`src/bpa_pkg.sv`:
```
// shared constants, codes and controller/datapath types for the buddy page allocator
package bpa_pkg;

   // pool size defaults
   localparam int PAGES_DEF      = 1024;
   localparam int NUM_ORDERS_DEF = 11;

   // fixed field widths
   localparam int ACTION_W = 2;
   localparam int ORDER_W  = 4;
   localparam int PAGE_W   = 10;
   localparam int COUNT_W  = 11;
   localparam int STATUS_W = 2;

   // page count register value out of reset
   localparam logic [COUNT_W-1:0] POOL_PAGES_RESET = 11'd1024;

   // action codes
   localparam logic [ACTION_W-1:0] ACT_INIT  = 2'd0;
   localparam logic [ACTION_W-1:0] ACT_ALLOC = 2'd1;
   localparam logic [ACTION_W-1:0] ACT_FREE  = 2'd2;

   // status codes
   localparam logic [STATUS_W-1:0] ST_OK    = 2'd0;
   localparam logic [STATUS_W-1:0] ST_NOBLK = 2'd1;
   localparam logic [STATUS_W-1:0] ST_BAD   = 2'd2;

   // datapath operations
   typedef enum logic [4:0] {
      OP_IDLE,
      OP_LOAD,
      OP_CLR,
      OP_INIT_SETUP,
      OP_INIT_DEC,
      OP_INIT_PLACE,
      OP_PUSH_B,
      OP_ALLOC_SETUP,
      OP_ORD_INC,
      OP_TAKE,
      OP_REM_RD,
      OP_REM_WR,
      OP_SPLIT,
      OP_ALLOC_DONE,
      OP_FREE_RD,
      OP_FREE_OK,
      OP_MERGE_RD,
      OP_MERGE_TAKE,
      OP_FREE_FIN
   } dp_op_type;

   // kind of result beat
   typedef enum logic [1:0] {
      RES_INIT,
      RES_BLOCK,
      RES_NOBLK,
      RES_BAD
   } res_kind_type;

   typedef struct packed {
      dp_op_type    op;
      logic         res_load;
      res_kind_type res_kind;
   } dp_cmd_type;

   typedef struct packed {
      logic                clr_last;
      logic [ACTION_W-1:0] action;
      logic                req_ok;
      logic                n_zero;
      logic                pos_done;
      logic                fits;
      logic                ord_at_max;
      logic                head_valid;
      logic                split_more;
      logic                free_ok;
      logic                merge_try;
      logic                buddy_match;
      logic                out_free;
   } dp_stat_type;

endpackage

```
`src/bpa_ctrl.sv`:
```
// allocator controller: sequences init, alloc and free over the datapath
module bpa_ctrl (
   input  logic                 clock,
   input  logic                 reset,
   input  logic                 req_valid,
   output logic                 req_ready,
   input  bpa_pkg::dp_stat_type stat,
   output bpa_pkg::dp_cmd_type  cmd
);
   import bpa_pkg::*;

   typedef enum logic [4:0] {
      S_CLR,
      S_IDLE,
      S_DECODE,
      S_INIT_CLR,
      S_INIT_SETUP,
      S_INIT_STEP,
      S_PUSH_B,
      S_SCAN,
      S_REM_RD,
      S_REM_WR,
      S_SPLIT,
      S_FREE_CHK,
      S_MERGE_RD,
      S_MERGE_CHK,
      S_MERGE_INC,
      S_FINISH
   } state_type;

   state_type    state_ff, state_in;
   res_kind_type res_ff, res_in;

   assign req_ready = state_ff == S_IDLE;

   // sequencing
   always_comb begin
      state_in     = state_ff;
      res_in       = res_ff;
      cmd.op       = OP_IDLE;
      cmd.res_load = 1'b0;
      cmd.res_kind = res_ff;
      unique case (state_ff)
         S_CLR: begin
            cmd.op = OP_CLR;
            if (stat.clr_last) begin
               state_in = S_IDLE;
            end
         end
         S_IDLE: begin
            if (req_valid) begin
               cmd.op   = OP_LOAD;
               state_in = S_DECODE;
            end
         end
         S_DECODE: begin
            priority if (stat.action == ACT_INIT) begin
               if (stat.n_zero) begin
                  res_in   = RES_BAD;
                  state_in = S_FINISH;
               end else begin
                  state_in = S_INIT_CLR;
               end
            end else if (stat.action == ACT_ALLOC) begin
               if (stat.req_ok) begin
                  cmd.op   = OP_ALLOC_SETUP;
                  state_in = S_SCAN;
               end else begin
                  res_in   = RES_BAD;
                  state_in = S_FINISH;
               end
            end else if (stat.action == ACT_FREE) begin
               cmd.op   = OP_FREE_RD;
               state_in = S_FREE_CHK;
            end else begin
               res_in   = RES_BAD;
               state_in = S_FINISH;
            end
         end
         S_INIT_CLR: begin
            cmd.op = OP_CLR;
            if (stat.clr_last) begin
               state_in = S_INIT_SETUP;
            end
         end
         S_INIT_SETUP: begin
            cmd.op   = OP_INIT_SETUP;
            state_in = S_INIT_STEP;
         end
         S_INIT_STEP: begin
            priority if (stat.pos_done) begin
               res_in   = RES_INIT;
               state_in = S_FINISH;
            end else if (!stat.fits) begin
               cmd.op = OP_INIT_DEC;
            end else begin
               cmd.op   = OP_INIT_PLACE;
               state_in = S_PUSH_B;
            end
         end
         S_PUSH_B: begin
            cmd.op = OP_PUSH_B;
            priority if (stat.action == ACT_INIT) begin
               state_in = S_INIT_STEP;
            end else if (stat.action == ACT_ALLOC) begin
               state_in = S_SPLIT;
            end else begin
               state_in = S_FINISH;
            end
         end
         S_SCAN: begin
            priority if (stat.ord_at_max) begin
               res_in   = RES_NOBLK;
               state_in = S_FINISH;
            end else if (stat.head_valid) begin
               cmd.op   = OP_TAKE;
               state_in = S_REM_RD;
            end else begin
               cmd.op = OP_ORD_INC;
            end
         end
         S_REM_RD: begin
            cmd.op   = OP_REM_RD;
            state_in = S_REM_WR;
         end
         S_REM_WR: begin
            cmd.op   = OP_REM_WR;
            state_in = (stat.action == ACT_ALLOC) ? S_SPLIT : S_MERGE_INC;
         end
         S_SPLIT: begin
            if (stat.split_more) begin
               cmd.op   = OP_SPLIT;
               state_in = S_PUSH_B;
            end else begin
               cmd.op   = OP_ALLOC_DONE;
               res_in   = RES_BLOCK;
               state_in = S_FINISH;
            end
         end
         S_FREE_CHK: begin
            if (stat.free_ok) begin
               cmd.op   = OP_FREE_OK;
               state_in = S_MERGE_RD;
            end else begin
               res_in   = RES_BAD;
               state_in = S_FINISH;
            end
         end
         S_MERGE_RD: begin
            if (stat.merge_try) begin
               cmd.op   = OP_MERGE_RD;
               state_in = S_MERGE_CHK;
            end else begin
               cmd.op   = OP_FREE_FIN;
               res_in   = RES_BLOCK;
               state_in = S_PUSH_B;
            end
         end
         S_MERGE_CHK: begin
            if (stat.buddy_match) begin
               cmd.op   = OP_MERGE_TAKE;
               state_in = S_REM_RD;
            end else begin
               cmd.op   = OP_FREE_FIN;
               res_in   = RES_BLOCK;
               state_in = S_PUSH_B;
            end
         end
         S_MERGE_INC: begin
            cmd.op   = OP_ORD_INC;
            state_in = S_MERGE_RD;
         end
         S_FINISH: begin
            if (stat.out_free) begin
               cmd.res_load = 1'b1;
               state_in     = S_IDLE;
            end
         end
         default: begin
            state_in = S_IDLE;
         end
      endcase
   end

   // state and result kind
   always_ff @(posedge clock) begin
      if (reset) begin
         state_ff <= S_CLR;
         res_ff   <= RES_BAD;
      end else begin
         state_ff <= state_in;
         res_ff   <= res_in;
      end
   end

   // one request beat at a time
   a_one_at_a_time: assert property (@(posedge clock) disable iff (reset)
      (req_valid && req_ready) |=> !req_ready) else $error("second beat taken while busy");

endmodule

```
`config.mk`:
```
export PLATFORM = sky130hd
export DESIGN_NAME = bpa_ctrl
export DESIGN_NICKNAME = d
export VERILOG_FILES = /design/src/bpa_pkg.sv /design/src/bpa_ctrl.sv
export SDC_FILE = /design/constraint.sdc
export NUM_CORES = 1
export LEC_CHECK = 0
export ABC_AREA = 1
export BUFFER_PORTS_ARGS = -buffer_cell sky130_fd_sc_hd__buf_4
export CORE_AREA = 8 8 48 58
export CTS_BUF_LIST = sky130_fd_sc_hd__clkbuf_4 sky130_fd_sc_hd__clkbuf_8
export DETAILED_ROUTE_END_ITERATION = 10
export DIE_AREA = 0 0 56 66
export PLACE_DENSITY = 0.81
export SLEW_MARGIN = 10
export SYNTH_ARGS = -nofsm -noshare
export SYNTH_HDL_FRONTEND = slang
export SYNTH_SLANG_ARGS = --single-unit
```
`constraint.sdc`:
```
create_clock -name clock -period 1.5 [get_ports clock]
set_input_delay 0.075 -clock clock [delete_from_list [all_inputs] [get_ports clock]]
set_output_delay 0.075 -clock clock [all_outputs]
set_load 0.02 [all_outputs]
```
# Yosys cells after proc, flatten, opt, wreduce, memory -nomap -nowiden

Cells that the tools add are included.

Mux-type cells: 49
Reduce and logical (&&, ||, !) cells: 6
Eq/ne operators: 32

Operators by type and width:

| cell                                                                   | number |
|---|---|
| 5-bit one-hot mux with 16 select lines                                 | 1 |
| 5-bit one-hot mux with 14 select lines                                 | 1 |
| 5-bit two-way mux                                                      | 12 |
| 5-bit by 4-bit equality test with 1-bit output (second input constant) | 8 |
| 4-bit two-way mux                                                      | 9 |
| 2-bit two-way mux                                                      | 14 |
| 5-bit by 3-bit equality test with 1-bit output (second input constant) | 4 |
| 2-bit inequality test (second input constant)                          | 10 |
| 3-bit two-way mux                                                      | 5 |
| 2-bit one-hot mux with 7 select lines                                  | 1 |
| 5-bit by 2-bit equality test with 1-bit output (second input constant) | 2 |
| 10-bit AND reduction                                                   | 1 |
| 3-bit inequality test (second input constant)                          | 3 |
| 4-bit inequality test (second input constant)                          | 2 |
| 7-bit nonzero test                                                     | 1 |
| 1-bit two-way mux                                                      | 6 |
| 6-bit AND reduction                                                    | 1 |
| 5-bit by 1-bit equality test with 1-bit output (second input constant) | 1 |
| 5-bit zero test                                                        | 1 |
| 2-bit by 1-bit equality test with 1-bit output (second input constant) | 1 |
| 2-bit equality test (second input constant)                            | 1 |
| 2-bit zero test                                                        | 1 |
| 2-bit OR reduction                                                     | 1 |

Register bits: 7

# Longest topological paths before layout

Gate-level depths: netlist of run 1.

Word-level depth: 5
Gate-level depth with buffers: 10
Mapped depth without buffers: 10

# Least setup slack after synthesis of run 1

OpenSTA, ideal clock, no wires.

Path kind: reg2reg
Start point: register state_ff[1]
End point: register state_ff[1]
Path buffers: 0
Stages on the path, launching flop included: 10
Arrival time: 1358 ps
Slack: 72 ps
Data required time: 1430 ps
Cell sequence: dfxtp_1 -> inv_2 -> nand2_1 -> nor2_1 -> nand2_1 -> nand3_2 -> inv_1 -> nand2_1 -> nand2_1 -> a21oi_1

Longest elaborated chain between the ends: 3
Elaborated cells between the ends (all ways): 24

Ends and longest elaborated chain:

| element                                          | RTL line        | source |
|---|---|---|
| start: declaration                               | bpa_ctrl.sv:31  | `state_type state_ff, state_in;` |
| start signal: assignment                         | bpa_ctrl.sv:191 | `state_ff <= state_in;` |
| 5-bit by 1-bit equality test with 1-bit output * | --              |  |
| named net req_ready                              | bpa_ctrl.sv:6   | `output logic req_ready,` |
| 2-bit inequality test (no line)                  | --              |  |
| 6-bit AND reduction (no line)                    | --              |  |

The timed path passes the listed nets; every way through them passes the cells marked *.
A chain may end at the register's enable or synchronous reset.

==> results of run 1 <==
layout make-up:
cell class	instances	area, um2	area share [%]
Multi-Input combinational cell	148	857	56.6
Timing Repair Buffer	46	370	24.5
Sequential cell	6	135	8.93
Inverter	25	104	6.86
Tap cell	20	25.0	1.65
Clock buffer	3	22.5	1.49
per-stage QoR:
stage / instance area, um2 / setup WS [ps]
after global placement: 1170 / -95.8
after detailed placement: 1170 / -60.5
final: 1510 / -124
after floorplan: 898 / 72.3
after global routing: 1510 / -193
after CTS: 1380 / -63.0
flip-flops by register name, summed over array words and instances, names as in the netlist:
| signal | cells |
|---|---|
| state_ff | 4 |
| res_ff | 2 |
layer usage:
layer	wire length [um]	share of wire [%]	GRT usage, %	vias to the layer above
met2	2210	51	35.8	106
met4	355	8.3	21.7	0
met3	297	6.9	3.85	42
met1	1440	33	19.0	674
li1	-	-	-	674
met5	0	0	0	-
cells by family (layout without fill, tap and decap cells):
kind of cell	count (synthesis)	after routing	synth area share (%)
DFF	6	6	13.4
and+or+nand+nor	132	132	66.2
AOI/OAI and AO/OA	16	16	10.0
buffers and inverters	25	74	10.4
worst paths after layout:
path	to	slack [ps]	cells after the start
max	cmd[6]	-120	7
max reg2reg	res_ff[1]$_SDFFE_PP1P_	-40	10
min	state_ff[3]$_SDFFE_PP0P_	200	4
min reg2reg	res_ff[1]$_SDFFE_PP1P_	460	2
repair_timing:
item	CTS	global route
setup endpoints to repair	6	10
pin swaps	9	20
buffers inserted	8	5
endpoints found under the hold margin	2	0
hold buffers	1	0
gates resized for setup	37	28
cell usage in the layout (no fill, tap or decap):
| cell type | synthesis | layout |
|---|---|---|
| nand2_1 | 58 | 45 |
| o21ai_4 | 0 | 1 |
| dfxtp_4 | 0 | 4 |
| dlygate4sd3_1 | 0 | 1 |
| inv_4 | 0 | 4 |
| inv_2 | 4 | 1 |
| inv_1 | 21 | 20 |
| a31oi_1 | 3 | 2 |
| or2_2 | 2 | 1 |
| or2_4 | 0 | 1 |
| nor2_2 | 5 | 6 |
| nand2_2 | 3 | 9 |
| dfxtp_1 | 6 | 2 |
| o31ai_1 | 1 | 1 |
| nand3_1 | 20 | 17 |
| nand2_4 | 0 | 7 |
| clkbuf_4 | 0 | 3 |
| nor2_4 | 2 | 10 |
| a21oi_2 | 0 | 3 |
| nand3b_1 | 2 | 2 |
| nor3_1 | 1 | 1 |
| a31oi_2 | 0 | 1 |
| nor2_1 | 32 | 23 |
| nand3_2 | 2 | 5 |
| nand4_1 | 5 | 5 |
| a21oi_1 | 9 | 6 |
| buf_4 | 0 | 39 |
| o21ai_0 | 2 | 2 |
| buf_6 | 0 | 6 |
synth_stat cells (all sizes together):
library cell	instances
or2	2
o21ai	3
nor2	39
nand3	22
inv	25
nand4	5
a31oi	3
o31ai	1
nor3	1
nand2	61
dfxtp	6
a21oi	9
nand3b	2
worst register-to-register path, stage by stage, from the launching register on:
cell	delay, ps
dfxtp_4	390
inv_4	90
nand2_4	60
buf_4	140
buf_4	130
o21ai_0	150
nor2_1	80
nor2_2	160
nand3_2	90
nand2_1	70
nand3_1	60
power by group through the flow:
stage	combinational, uW	clock (uW)	sequential, uW
after floorplan	996	0	360
after global placement	1680	0	335
after detailed placement	1660	0	336
after CTS	2010	156	398
after global routing	2520	163	440
final	2370	146	428
==> metrics.cfg, run 1 <==
[status]
status = finished, violations left
violations = setup timing

[sta]
drv_slew = 0
relSlewSlack_pct = 81.6
fin_tns_setup_ps = -349
worst_pin_slew_ps = 276
max_freq_ghz = 0.616
fin_skew_ps = 4.50
rsz0062_at_grt = true
postLayoutSetupSlackWorst_ps = -124
finalCritPeriodShare_pct = 108
finalSetupViolations = 6
hold_viol = 0
layout_min_cycle_time_ps = 1620
holdWs_ps = 200

[yosys]
seq_area_frac_synth_pct = 13.4
avgSynthCellArea_um2 = 5.02
syn_inst = 179
synth_top_area_share_pct = 24.2
synth_warnings = 0
synth_area_leaders = nand2_1 (24%), dfxtp_1 (13%), nor2_1 (13%), nand3_1 (11%), inv_1 (8.8%)
synth-seq-cells = 6
netlist_area_um2 = 898
synthDistinctLibCells = 19
synth_largest_area_cell = nand2_1
syn_nets = 196

[power]
switching_share_pct = 54.2
worst_ir_drop_vdd_mv = 1.50
total_power_uw = 2940
powerDensity_nw_per_um2 = 1950
power_frac_comb_pct = 80.5
seqPwrFrac_pct = 14.5
clockPowerShare_pct = 5.0
power.leakage_uw = 0.000828
internal-power_uw = 1350
p_sw_uw = 1600

[clock_tree]
root_buffer = clkbuf_4
htree_levels = 1
cts_tree = yes
clkTransAtPathRegs_ps = 40
clk_latency_ps = 250
numCtsBuffers = 3
max-clock-path-buffers = 2
clock_sinks = 6

[flow_run]
cap_violations = 0

[worst_hold_path]
hold_path.class = in -> reg
min_from = stat[0]

[global_routing]
grt_max_degree = 9
grt_pass1_vias = 1414
antenna_found_initial = 0
grt_first_pass_wirelength_mm = 6.17
grt-ovfl-total = 0
grt_use_total_pct = 20.5

[drt]
drcViolationCount = 0
vias = 1496
drt_pass1_iterations = 4
via_per_inst = 6.03
drt_iter0_drc = 80
wire_per_inst_um = 17.3
ant_nets = 0
drt-total-wl_mm = 4.30

[worst_setup_path]
slowest_stage = dfxtp_4
crit_type = reg -> out
cp-startpoint = state_ff[1]$_SDFFE_PP0P_
cp.required_ps = 1420
critPathCaptureType = primary output
cpMostUsedCell = nor2_2
crit-reg2reg-launch = state_ff[0]$_SDFFE_PP0P_
cp_top_family = simple AND/OR/NAND/NOR gates
path_buf_inv = 2
crit_fanout = 7
slowest_delay_ps = 420
start_kind = flop
path_cells = inv_4 -> nand2_4 -> nor2_2 -> nor2_2 -> nand4_1 -> or2_4 -> buf_6
crit_arrival_ps = 1550

[cells_and_area]
area_growth_pct = 68.5
drive_gt1_share_pct = 44.3
layout.nets = 247
fill_cells = 139
finalNonFillerCells = 248
n_antenna_cell = 0
final_core_util_pct = 78.2

[placed_design]
numPlacedInstances = 232
gp_congestion = 1.05
hpwlAfterDp_mm = 2.85
port_buffers = 25

[floorplanning]
fp.dieArea_um2 = 3700
num_rows = 18
io_pins = 26
die_width_um = 56
die_h_um = 66
start_util_pct = 46.4
core-area_um2 = 1940

(Power assumes the default switching activity.)
==> run 2, diff against run 1 <==
--- a/config.mk
+++ b/config.mk
@@ -7,11 +7,11 @@
 export LEC_CHECK = 0
 export ABC_AREA = 1
 export BUFFER_PORTS_ARGS = -buffer_cell sky130_fd_sc_hd__buf_4
-export CORE_AREA = 8 8 48 58
+export CORE_AREA = 8 8 47 59
 export CTS_BUF_LIST = sky130_fd_sc_hd__clkbuf_4 sky130_fd_sc_hd__clkbuf_8
 export DETAILED_ROUTE_END_ITERATION = 10
-export DIE_AREA = 0 0 56 66
-export PLACE_DENSITY = 0.81
+export DIE_AREA = 0 0 55 67
+export PLACE_DENSITY = 0.82
 export SLEW_MARGIN = 10
 export SYNTH_ARGS = -nofsm -noshare
 export SYNTH_HDL_FRONTEND = slang
==> run 2 against run 1 <==
- register-to-register slack got worse by 100 ps
- highest routed layer unchanged
- critical endpoint is now cmd[4]
- total power rose by 3.4%
- sequential power rose by 2%
- count of clock-buffer cells in the layout did not move
- fmax fell by 4.1%
- utilization rose by 3.8 points
- wire length rose by 12%
- first-iteration DRC count rose by 95%
- the run still ends with setup timing left
- die area fell by 0.30%
==> metrics.cfg, run 2 (synthesized netlist as in run 1, its figures left out) <==
[global_routing]
use_met3_pct = 4.01  ; +0.16 points
met1_usage_pct = 24.8  ; +5.8 points
gr-max-usage-layer = met2
antenna_found_initial = 0  ; unchanged
grt_max_degree = 7  ; -2
grt_use_total_pct = 23.6  ; +3.1 points
grt_first_pass_wirelength_mm = 6.55  ; +6.2%
met2_usage_pct = 40.9  ; +5.1 points
grt-ovfl-total = 0  ; unchanged
grt_pass1_vias = 1461  ; +3.3%

[clock_tree]
root_buffer = clkbuf_4
numCtsBuffers = 3  ; unchanged
postCtsHoldBufs = 0  ; -1
htree_levels = 1  ; unchanged
max-clock-path-buffers = 2  ; unchanged
clock_sinks = 6  ; unchanged
cts_tree = yes
clk_latency_ps = 240  ; about the same
clkTransAtPathRegs_ps = 50  ; about the same

[cells_and_area]
top_register = state_ff
layout.nets = 251  ; +1.6%
fill_cells = 122  ; -12%
n_antenna_cell = 0  ; unchanged
largest_reg_flops = 4  ; unchanged
drive_gt1_share_pct = 47.8  ; +3.5 points
reg_top3 = state_ff (4), res_ff (2)
layout_common_cells = nand2_1 (47), buf_4 (43), nor2_1 (22)
final_core_util_pct = 82.0  ; +3.8 points
area_growth_pct = 72.7
final_common_cell = nand2_1

[floorplanning]
start_util_pct = 47.5  ; +1.1 points
die_h_um = 67  ; +1.5%
die_width_um = 55  ; -1.8%
num_rows = 18  ; unchanged
core-area_um2 = 1890  ; -2.3%
fp.dieArea_um2 = 3690  ; -0.30%
io_pins = 26  ; unchanged

[worst_setup_path]
slowest_stage = dfxtp_4
crit_type = reg -> out
start_kind = flop
critPathCaptureType = primary output
slowest_delay_ps = 430  ; about the same
path_cells = inv_6 -> nand2_1 -> o21ai_2 -> a21oi_1 -> nand4_1 -> buf_4
cp.required_ps = 1420  ; about the same
crit_arrival_ps = 1620  ; +70 ps
crit_fanout = 5  ; -2

[sta]
layout_min_cycle_time_ps = 1690  ; +69.6 ps
finalSetupViolations = 10  ; +4
rsz0062_at_grt = true
worst_pin_slew_ps = 314  ; +38.4 ps
relSlewSlack_pct = 78.9  ; -2.7 points
hold_viol = 0  ; unchanged
max_freq_ghz = 0.590  ; -4.1%
drv_slew = 0  ; unchanged
fin_skew_ps = 6.98  ; +2.48 ps
postLayoutSetupSlackWorst_ps = -193  ; -69.6 ps
finalCritPeriodShare_pct = 113  ; +4.6 points

[placed_design]
hpwlAfterDp_mm = 2.68  ; -5.9%
gp_congestion = 1.02  ; -2.4%
port_buffers = 25  ; unchanged
dp_slack_ps = -96.1  ; -35.5 ps

[worst_hold_path]
hold_path.class = in -> reg

[power]
powerDensity_nw_per_um2 = 1960  ; +0.85%
power.leakage_uw = 0.000848  ; +2.4%
worst_ir_drop_vdd_mv = 1.55  ; +3.8%

[status]
status = finished, violations left
violations = setup timing

[drt]
wire_per_inst_um = 19.1  ; +10%
drt-total-wl_mm = 4.81  ; +12%
drt_iter0_drc = 156  ; +95%
vias = 1556  ; +4.0%
via_per_inst = 6.17  ; +2.4%
drt_pass1_iterations = 4  ; unchanged
drcViolationCount = 0  ; unchanged
ant_nets = 0  ; unchanged

[flow_run]
cap_violations = 0  ; unchanged

-- run 2: worst paths after layout --
path                            cells after the start                     start                        to  slack, ps
worst min register to register                      2    res_ff[1]$_SDFFE_PP1P_    res_ff[1]$_SDFFE_PP1P_        510
worst max-delay path                                6  state_ff[3]$_SDFFE_PP0P_                    cmd[4]       -190
worst min-delay path                                2                     reset  state_ff[3]$_SDFFE_PP0P_         20
worst max register to register                     10  state_ff[0]$_SDFFE_PP0P_    res_ff[0]$_SDFFE_PP1P_       -140
-- run 2: where the power goes --
group          leakage (uW)  total [uW]  switching [uW]  internal, uW
Sequential        0.0000519         436             172           265
Clock             0.0000138         144            54.1          90.2
Combinational      0.000782        2460            1470           996
Total              0.000848        3040            1690          1350
-- run 2: layer usage --
layer	vias to the layer above	part of all wire, %
met2	132	50
met4	0	6.8
met3	43	9.4
met1	693	34
met5	-	0
li1	688	-
-- run 2: stage by stage --
stage | instance area, um2 | instances | total power, uW | TNS [ps] | hold slack, ps
3_5_place_dp | 1140 | 228 | 1900 | -388 | 269
4_1_cts | 1390 | 246 | 2500 | -94.5 | 7.73
3_3_place_gp | 1140 | 228 | 1860 | -357 | 264
6_report | 1550 | 252 | 3040 | -977 | 17.6
2_1_floorplan | 898 | 179 | 1360 | 0 | 144
5_1_grt | 1550 | 252 | 3200 | -1710 | 11.8
-- run 2: cell type report --
cell class                 instances  area, um2  area share, %
tap                               20       25.0           1.61
timing repair buffer              50        402           25.9
multi-input combinational        148        861           55.5
inverter                          25        106           6.85
sequential                         6        135           8.71
clock buffer                       3       22.5           1.45
-- run 2: repair_timing --
item,CTS,global route
buffers inserted,15,6
endpoints found under the setup margin,10,11
gates resized for setup,39,32
pin swaps,5,14
-- run 2: worst max-delay path, delay by kind of cell (launching register included) --
family                 cells  cell delay (ps)
buffers and inverters      2              250
AND/OR/NAND/NOR            2              320
flip-flops                 1              430
AO/OA/AOI/OAI              2              370
